--- config.mk ---
export PLATFORM = sky130hd
export DESIGN_NAME = morse_character_encoder_unit
export DESIGN_NICKNAME = d
export VERILOG_FILES = /design/src/rtl/mce_pkg.sv /design/src/rtl/morse_character_encoder_unit.sv /design/src/rtl/mce_ctrl.sv /design/src/rtl/mce_dp.sv
export VERILOG_INCLUDE_DIRS = /design/src /design/src/rtl
export SDC_FILE = /design/constraint.sdc
export NUM_CORES = 1
export LEC_CHECK = 0
export BUFFER_PORTS_ARGS = -buffer_cell sky130_fd_sc_hd__buf_2
export CORE_MARGIN = 4
export CORE_UTILIZATION = 39
export DETAILED_ROUTE_END_ITERATION = 7
export PLACE_DENSITY = 0.67
export RECOVER_POWER = 50
export SLEW_MARGIN = 15
export SYNTH_ARGS = -nofsm -noshare
export SYNTH_HDL_FRONTEND = slang
export SYNTH_HIERARCHICAL = 1
export SYNTH_SLANG_ARGS = --single-unit
--- constraint.sdc ---
create_clock -name clk -period 4.75 [get_ports clk]
set_clock_uncertainty 0.1 [all_clocks]
set_input_delay 0.95 -clock clk [delete_from_list [all_inputs] [get_ports clk]]
set_output_delay 0.95 -clock clk [all_outputs]
set_load 0.02 [all_outputs]
--- src/rtl/assert_macros.svh ---
// assertion macros shared by the encoder unit and mce_ctrl
// no dependencies; included inside module bodies
`ifndef ASSERT_MACROS_SVH
`define ASSERT_MACROS_SVH

// concurrent check on the rising edge, masked while reset is high
`define MCE_ASSERT(label, clk, rst, prop, msg) \
  label: assert property (@(posedge clk) disable iff (rst) prop) else $error(msg);

// same check with no reset masking
`define MCE_ASSERT_ALWAYS(label, clk, prop, msg) \
  label: assert property (@(posedge clk) prop) else $error(msg);

`endif

--- src/rtl/mce_pkg.sv ---
// types, constants and morse table for the morse character encoder
// no dependencies
package mce_pkg;

  localparam int unsigned CODE_W  = 8;
  localparam int unsigned DOT_W   = 20;
  localparam int unsigned SEG_W   = 22;
  localparam int unsigned PAT_W   = 5;
  localparam int unsigned CNT_W   = 3;

  localparam logic [DOT_W-1:0] DOT_RESET_VAL = 20'd100000;

  localparam logic [CODE_W-1:0] CHAR_SPACE   = 8'h20;
  localparam logic [CODE_W-1:0] CHAR_ZERO    = 8'h30;
  localparam logic [CODE_W-1:0] CHAR_NINE    = 8'h39;
  localparam logic [CODE_W-1:0] CHAR_UPPER_A = 8'h41;
  localparam logic [CODE_W-1:0] CHAR_UPPER_Z = 8'h5a;
  localparam logic [CODE_W-1:0] CHAR_LOWER_A = 8'h61;
  localparam logic [CODE_W-1:0] CHAR_LOWER_Z = 8'h7a;
  localparam logic [CODE_W-1:0] CASE_OFFSET  = 8'h20;

  localparam logic [CNT_W-1:0] DIGIT_LEN = 3'd5;

  // element patterns, bit 0 sent first, 1 = dash
  localparam logic [PAT_W-1:0] LETTER_BITS [26] = '{
    5'b00010, 5'b00001, 5'b00101, 5'b00001, 5'b00000, 5'b00100, 5'b00011,
    5'b00000, 5'b00000, 5'b01110, 5'b00101, 5'b00010, 5'b00011, 5'b00001,
    5'b00111, 5'b00110, 5'b01011, 5'b00010, 5'b00000, 5'b00001, 5'b00100,
    5'b01000, 5'b00110, 5'b01001, 5'b01101, 5'b00011
  };

  localparam logic [CNT_W-1:0] LETTER_LEN [26] = '{
    3'd2, 3'd4, 3'd4, 3'd3, 3'd1, 3'd4, 3'd3, 3'd4, 3'd2, 3'd4, 3'd3, 3'd4, 3'd2,
    3'd2, 3'd3, 3'd4, 3'd4, 3'd3, 3'd3, 3'd1, 3'd3, 3'd4, 3'd3, 3'd4, 3'd4, 3'd4
  };

  localparam logic [PAT_W-1:0] DIGIT_BITS [10] = '{
    5'b11111, 5'b11110, 5'b11100, 5'b11000, 5'b10000,
    5'b00000, 5'b00001, 5'b00011, 5'b00111, 5'b01111
  };

  typedef enum logic [2:0] {
    ST_IDLE,
    ST_TONE,
    ST_GAP,
    ST_SPACE,
    ST_CLOSE
  } mce_state_t;

  typedef enum logic [1:0] {
    MULT_1,
    MULT_2,
    MULT_3,
    MULT_4
  } mce_mult_t;

  typedef struct packed {
    logic [CNT_W-1:0] len;
    logic [PAT_W-1:0] bits;
    logic             space;
  } mce_pat_t;

  // controller to datapath
  typedef struct packed {
    logic      load;
    logic      shift;
    logic      emit;
    logic      tone;
    mce_mult_t mult;
    logic      last;
  } mce_cmd_t;

  // datapath to controller
  typedef struct packed {
    logic has_pat;
    logic is_space;
    logic last_elem;
    logic cur_dash;
  } mce_stat_t;

  function automatic mce_pat_t morse_lookup(input logic [CODE_W-1:0] c);
    logic [CODE_W-1:0] u;
    logic [4:0]        li;
    logic [3:0]        di;
    mce_pat_t          p;
    u = c;
    if (c >= CHAR_LOWER_A && c <= CHAR_LOWER_Z) begin
      u = c - CASE_OFFSET;
    end
    li = 5'(u - CHAR_UPPER_A);
    di = 4'(u - CHAR_ZERO);
    p.len   = '0;
    p.bits  = '0;
    p.space = 1'b0;
    if (u >= CHAR_UPPER_A && u <= CHAR_UPPER_Z) begin
      p.len  = LETTER_LEN[li];
      p.bits = LETTER_BITS[li];
    end else if (u >= CHAR_ZERO && u <= CHAR_NINE) begin
      p.len  = DIGIT_LEN;
      p.bits = DIGIT_BITS[di];
    end else if (u == CHAR_SPACE) begin
      p.space = 1'b1;
    end
    return p;
  endfunction

endpackage

--- src/rtl/morse_character_encoder_unit.sv ---
// morse character encoder: one character in, one to eleven segments out, one each cycle
// the first segment follows the start request through the state register and the output
// registers; busy is high while the element sequencer runs, and a request is taken only in idle
// synchronous active-high reset: idle, dot time 100000, no strobe; results cannot be held
// depends on mce_pkg, mce_ctrl, mce_dp and assert_macros.svh
module morse_character_encoder_unit (
  input  logic                            clk,
  input  logic                            rst,
  // character request
  input  logic                            start,
  output logic                            busy,
  input  logic [mce_pkg::CODE_W-1:0]      char_code,
  // dot time register
  input  logic                            cfg_we,
  input  logic [mce_pkg::DOT_W-1:0]       cfg_dot_duration,
  // segment results
  output logic                            seg_valid,
  output logic                            tone_on,
  output logic [mce_pkg::SEG_W-1:0]       seg_length,
  output logic                            last_segment
);
  import mce_pkg::*;
  `include "assert_macros.svh"

  // command and status between sequencer and datapath
  mce_cmd_t  cmd;
  mce_stat_t stat;

  // sequencer: tone/gap pairs per element or a word space (nothing for other codes), then the closing gap
  mce_ctrl u_ctrl (
    .clk   (clk),
    .rst   (rst),
    .start (start),
    .busy  (busy),
    .stat  (stat),
    .cmd   (cmd)
  );

  // datapath: table lookup at request, pattern shift, segment length from dot time
  mce_dp u_dp (
    .clk              (clk),
    .rst              (rst),
    .cfg_we           (cfg_we),
    .cfg_dot_duration (cfg_dot_duration),
    .char_code        (char_code),
    .cmd              (cmd),
    .stat             (stat),
    .seg_valid        (seg_valid),
    .tone_on          (tone_on),
    .seg_length       (seg_length),
    .last_segment     (last_segment)
  );

  // closing gap only ever shows with a strobe
  `MCE_ASSERT(a_last_has_strobe, clk, rst, last_segment |-> seg_valid, "last flag without strobe")
  // once the closing gap is out the unit is free again
  `MCE_ASSERT(a_last_frees_unit, clk, rst, (seg_valid && last_segment) |-> !busy, "busy after closing gap")
  // an accepted request always starts the sequencer
  `MCE_ASSERT(a_accept_sets_busy, clk, rst, (start && !busy) |=> busy, "request accepted without busy")
  // every tone is followed at once by a silence
  `MCE_ASSERT(a_tone_then_silence, clk, rst, (seg_valid && tone_on) |=> (seg_valid && !tone_on), "tone not followed by silence")

endmodule

--- src/rtl/mce_ctrl.sv ---
// sequencing state machine for the morse character encoder
// depends on mce_pkg and assert_macros.svh
module mce_ctrl (
  input  logic                clk,
  input  logic                rst,
  input  logic                start,
  output logic                busy,
  input  mce_pkg::mce_stat_t  stat,
  output mce_pkg::mce_cmd_t   cmd
);
  import mce_pkg::*;
  `include "assert_macros.svh"

  mce_state_t state, state_next;

  always_ff @(posedge clk) begin
    if (rst) begin
      state <= ST_IDLE;
    end else begin
      state <= state_next;
    end
  end

  always_comb begin
    state_next = state;
    unique case (state)
      ST_IDLE: begin
        if (start) begin
          if (stat.has_pat) begin
            state_next = ST_TONE;
          end else if (stat.is_space) begin
            state_next = ST_SPACE;
          end else begin
            state_next = ST_CLOSE;
          end
        end
      end
      ST_TONE:  state_next = ST_GAP;
      ST_GAP:   state_next = stat.last_elem ? ST_CLOSE : ST_TONE;
      ST_SPACE: state_next = ST_CLOSE;
      ST_CLOSE: state_next = ST_IDLE;
      default:  state_next = ST_IDLE;
    endcase
  end

  always_comb begin
    cmd.load  = 1'b0;
    cmd.shift = 1'b0;
    cmd.emit  = 1'b0;
    cmd.tone  = 1'b0;
    cmd.mult  = MULT_1;
    cmd.last  = 1'b0;
    busy      = 1'b1;
    unique case (state)
      ST_IDLE: begin
        busy     = 1'b0;
        cmd.load = start;
      end
      ST_TONE: begin
        cmd.emit = 1'b1;
        cmd.tone = 1'b1;
        cmd.mult = stat.cur_dash ? MULT_3 : MULT_1;
      end
      ST_GAP: begin
        cmd.emit  = 1'b1;
        cmd.shift = 1'b1;
      end
      ST_SPACE: begin
        cmd.emit = 1'b1;
        cmd.mult = MULT_4;
      end
      ST_CLOSE: begin
        cmd.emit = 1'b1;
        cmd.mult = MULT_2;
        cmd.last = 1'b1;
      end
      default: busy = 1'b0;
    endcase
  end

  `MCE_ASSERT(a_close_to_idle, clk, rst, (state == ST_CLOSE) |=> (state == ST_IDLE), "close gap not followed by idle")
  `MCE_ASSERT(a_tone_then_gap, clk, rst, (state == ST_TONE) |=> (state == ST_GAP), "tone not followed by gap")
  `MCE_ASSERT(a_shift_with_gap, clk, rst, cmd.shift |-> (cmd.emit && !cmd.tone), "pattern shift outside a gap")

endmodule

--- src/rtl/mce_dp.sv ---
// datapath: dot time register, element pattern store and segment output registers
// depends on mce_pkg
module mce_dp (
  input  logic                            clk,
  input  logic                            rst,
  input  logic                            cfg_we,
  input  logic [mce_pkg::DOT_W-1:0]       cfg_dot_duration,
  input  logic [mce_pkg::CODE_W-1:0]      char_code,
  input  mce_pkg::mce_cmd_t               cmd,
  output mce_pkg::mce_stat_t              stat,
  output logic                            seg_valid,
  output logic                            tone_on,
  output logic [mce_pkg::SEG_W-1:0]       seg_length,
  output logic                            last_segment
);
  import mce_pkg::*;

  logic [DOT_W-1:0] dot_time;
  logic [PAT_W-1:0] pat_bits;
  logic [CNT_W-1:0] pat_cnt;
  mce_pat_t         lookup;
  logic [SEG_W-1:0] dot_ext;
  logic [SEG_W-1:0] len_next;

  assign lookup  = morse_lookup(char_code);
  assign dot_ext = SEG_W'(dot_time);

  assign stat.has_pat   = (lookup.len != '0);
  assign stat.is_space  = lookup.space;
  assign stat.last_elem = (pat_cnt == CNT_W'(1));
  assign stat.cur_dash  = pat_bits[0];

  always_comb begin
    unique case (cmd.mult)
      MULT_1:  len_next = dot_ext;
      MULT_2:  len_next = dot_ext << 1;
      MULT_3:  len_next = dot_ext + (dot_ext << 1);
      MULT_4:  len_next = dot_ext << 2;
      default: len_next = dot_ext;
    endcase
  end

  always_ff @(posedge clk) begin
    if (rst) begin
      dot_time  <= DOT_RESET_VAL;
      seg_valid <= 1'b0;
    end else begin
      if (cfg_we) begin
        dot_time <= cfg_dot_duration;
      end
      seg_valid <= cmd.emit;
    end
  end

  always_ff @(posedge clk) begin
    if (cmd.load) begin
      pat_bits <= lookup.bits;
      pat_cnt  <= lookup.len;
    end else if (cmd.shift) begin
      pat_bits <= pat_bits >> 1;
      pat_cnt  <= pat_cnt - CNT_W'(1);
    end
    tone_on      <= cmd.tone;
    seg_length   <= len_next;
    last_segment <= cmd.last;
  end

endmodule
==> flow_metrics.tcl <==
set metrics [dict create \
    avgRoutedWirePerCell_um 14.8 \
    layout_common_cells "nor2_1, dfxtp_1, o21ai_0" \
    crit_buf_inv 3 \
    gp_congestion 0.862 \
    drive_gt1_share_pct 14.4 \
    status "completed" \
    critPathLaunchType "input pin" \
    post_synth_inst_count 465 \
    ys.warnings.count 6 \
    crit_path_end_kind "flip-flop" \
    hold_viol_final 0 \
    htreeDepth 2 \
    max_cap_viol_count 0 \
    gr-total-overflow 0 \
    path_clk_slew_ns 0.10 \
    syn_avg_cell_area_um2 8.83 \
    cts_tree "yes" \
    syn-cell-area_um2 4110 \
    drt_iter0_markers 184 \
    grt_pass1_wl_mm 16.1 \
    vdd_drop_max_mv 0.112 \
    grt_pass1_vias 3413 \
    synth-seq-cells 56 \
    r2r_slack_ns 1.53 \
    ys_types 74 \
    io_buffers 57 \
    period_needed_ns 4.04 \
    cts_sinks 56 \
    fp.dieW_um 111 \
    dp_slack_ns 0.465 \
    grt_antenna_before_repair 0 \
    synth_ff_type "dfxtp_1" \
    yosysSeqAreaShare_pct 29.2 \
    tns_ns 0 \
    ctsHoldBuffers 0 \
    diodes 0 \
    wirelength_mm 9.51 \
    grt_max_degree 27 \
    die_y_um 111 \
    slew_headroom_pct 14.8 \
    dpl.hpwl_mm 7.09 \
    synth_top_area_share_pct 23.4 \
    maxSlewViolCount 0 \
    cp_max_fo 21 \
    final_util_pct 43.9 \
    core_um2 10300 \
    io_pins 58 \
    drc 0 \
    fin_ws_ns 0.707 \
    root_buffer "clkbuf_8" \
    postCtsSetupRepairBufs 0 \
    clk_latency_ns 0.31 \
    crit_chain "buf_2 > inv_1 > ha_1 > inv_1 > ha_1 > nand2b_1 > o221ai_1 > a21oi_1 > o31ai_1 > o31ai_1 > nand2_1 > o21ai_0 > mux2_4 > nor4_2" \
    rsz0062_at_grt "false" \
    area_growth_pct 9.93 \
    routed-via-count 3567 \
    crit_arrival_ns 4.17 \
    initial_core_util_pct 40.0 \
    die_area_um2 12200 \
    nets 569 \
    synth_area_leader_cell "dfxtp_1" \
    firstDrtPassIters 7 \
    viasPerCell 5.55 \
    cts_resized 0 \
    grt_usage_pct 15.2 \
    power_density_nw_per_um2 261 \
    critPathSlowestCell "ha_1" \
    final_common_cell "nor2_1" \
    synthArstFlopShare_pct 0 \
    cts_inserted_buffers 5 \
    rows 37 \
    clock.fmax_mhz 247 \
    postRouteAntennaNets 0 \
    ys_top_cells_by_area "dfxtp_1, ha_1, mux4_2, edfxtp_1, mux2i_1" \
    finalCritPeriodShare_pct 85.1 \
    clock_tree.buffer_depth 2 \
    cp.required_ns 4.88 \
    crit_type "input pin to flip-flop" \
    tightest_slew_ns 1.28 \
    worst_path_largest_cell_delay_ns 0.54 \
    syn-num-nets 528 \
    p_leak_nw 1.84 \
    synth-edff-count 8 \
    path_delay_family "adder cells" \
    setup_viol 0 \
    hp-class "flip-flop to flip-flop" \
]
-- per-stage QoR --
step | cells | total power [mW] | hold slack, ns | cell area, µm²
finish | 643 | 1.18 | 0.455 | 4520
detailed placement | 635 | 0.939 | 0.438 | 4470
floorplan | 465 | 0.846 | 0.386 | 4110
global route | 643 | 1.25 | 0.475 | 4520
CTS | 643 | 1.20 | 0.462 | 4550
global placement | 635 | 0.931 | 0.437 | 4470
-- cell type report --
| class | instances | area, µm² |
|---|---|---|
| Fill cell | 1045 | 5760 |
| Multi-Input combinational cell | 363 | 2700 |
| Sequential cell | 56 | 1200 |
| Timing Repair Buffer | 61 | 288 |
| Tap cell | 136 | 170 |
| Clock buffer | 6 | 72.6 |
| Inverter | 19 | 71.3 |
| Clock inverter | 2 | 10.0 |
-- layer usage --
layer	vias up	global-route usage, %	part of all wire (%)
met4	0	4.02	0.92
met1	1677	20.4	48
met5	-	0	0
li1	1796	-	-
met2	87	25.3	47
met3	7	2.58	4.6
-- cell families after synthesis --
logic type,after synthesis,share of synthesized area [%]
simple gates,145,17.8
compound gates,133,21.4
flops,56,29.2
buf+inv,46,4.87
mux,38,13.6
fa+ha+maj,31,9.63
xor+xnor,16,3.41
-- power by group --
group          internal, mW  switching (mW)
sequential            0.525          0.0287
clock                 0.103           0.150
combinational         0.158           0.213
-- final timing paths --
check | end | startpoint | cells after the start
max | u_ctrl/state[0] | char_code[0] | 14
min | u_dp/seg_length[0] | u_dp/dot_time[0] | 1
max reg2reg | u_dp/seg_length[10] | u_ctrl/state[1] | 8
min reg2reg | u_dp/seg_length[0] | u_dp/dot_time[0] | 1
-- synth_stat cells, types with 3 or more instances --
cell type and n:
o211ai_1 3, o21ai_0 37, buf_2 7, a21oi_1 26, edfxtp_1 8, ha_1 30
a31oi_1 7, a21o_1 3, dfxtp_1 48, nand3_1 10, nor2_1 55, nand4_1 3
xnor2_1 8, nand2_1 26, buf_4 3, a211o_1 8, mux2i_1 23, a22oi_1 4
o21ai_1 4, inv_1 17, mux4_2 14, nor3_1 4, nor2b_1 12, o221ai_1 3
nand2b_1 6, buf_1 3, clkbuf_1 13, o21a_1 6, a211oi_1 9, xor2_1 8
or3_1 8
-- state kept, by name, indices dropped and copies added, names as in the netlist --
| name | count |
|---|---|
| u_dp/seg_valid | 1 |
| u_dp/pat_bits | 5 |
| u_dp/seg_length | 22 |
| u_dp/pat_cnt | 3 |
| u_ctrl/state | 3 |
| u_dp/last_segment | 1 |
| u_dp/dot_time | 20 |
| u_dp/tone_on | 1 |
-- worst reg2reg max path, delay by kind of cell (launching register included) --
family	cells	cell delay, ns
and+or+nand+nor	4	1.26
buffers and inverters	2	0.83
DFF	1	0.41
muxes	1	0.31
AOI/OAI and AO/OA	1	0.17
No activity file was read; power rests on OpenSTA's default activity.
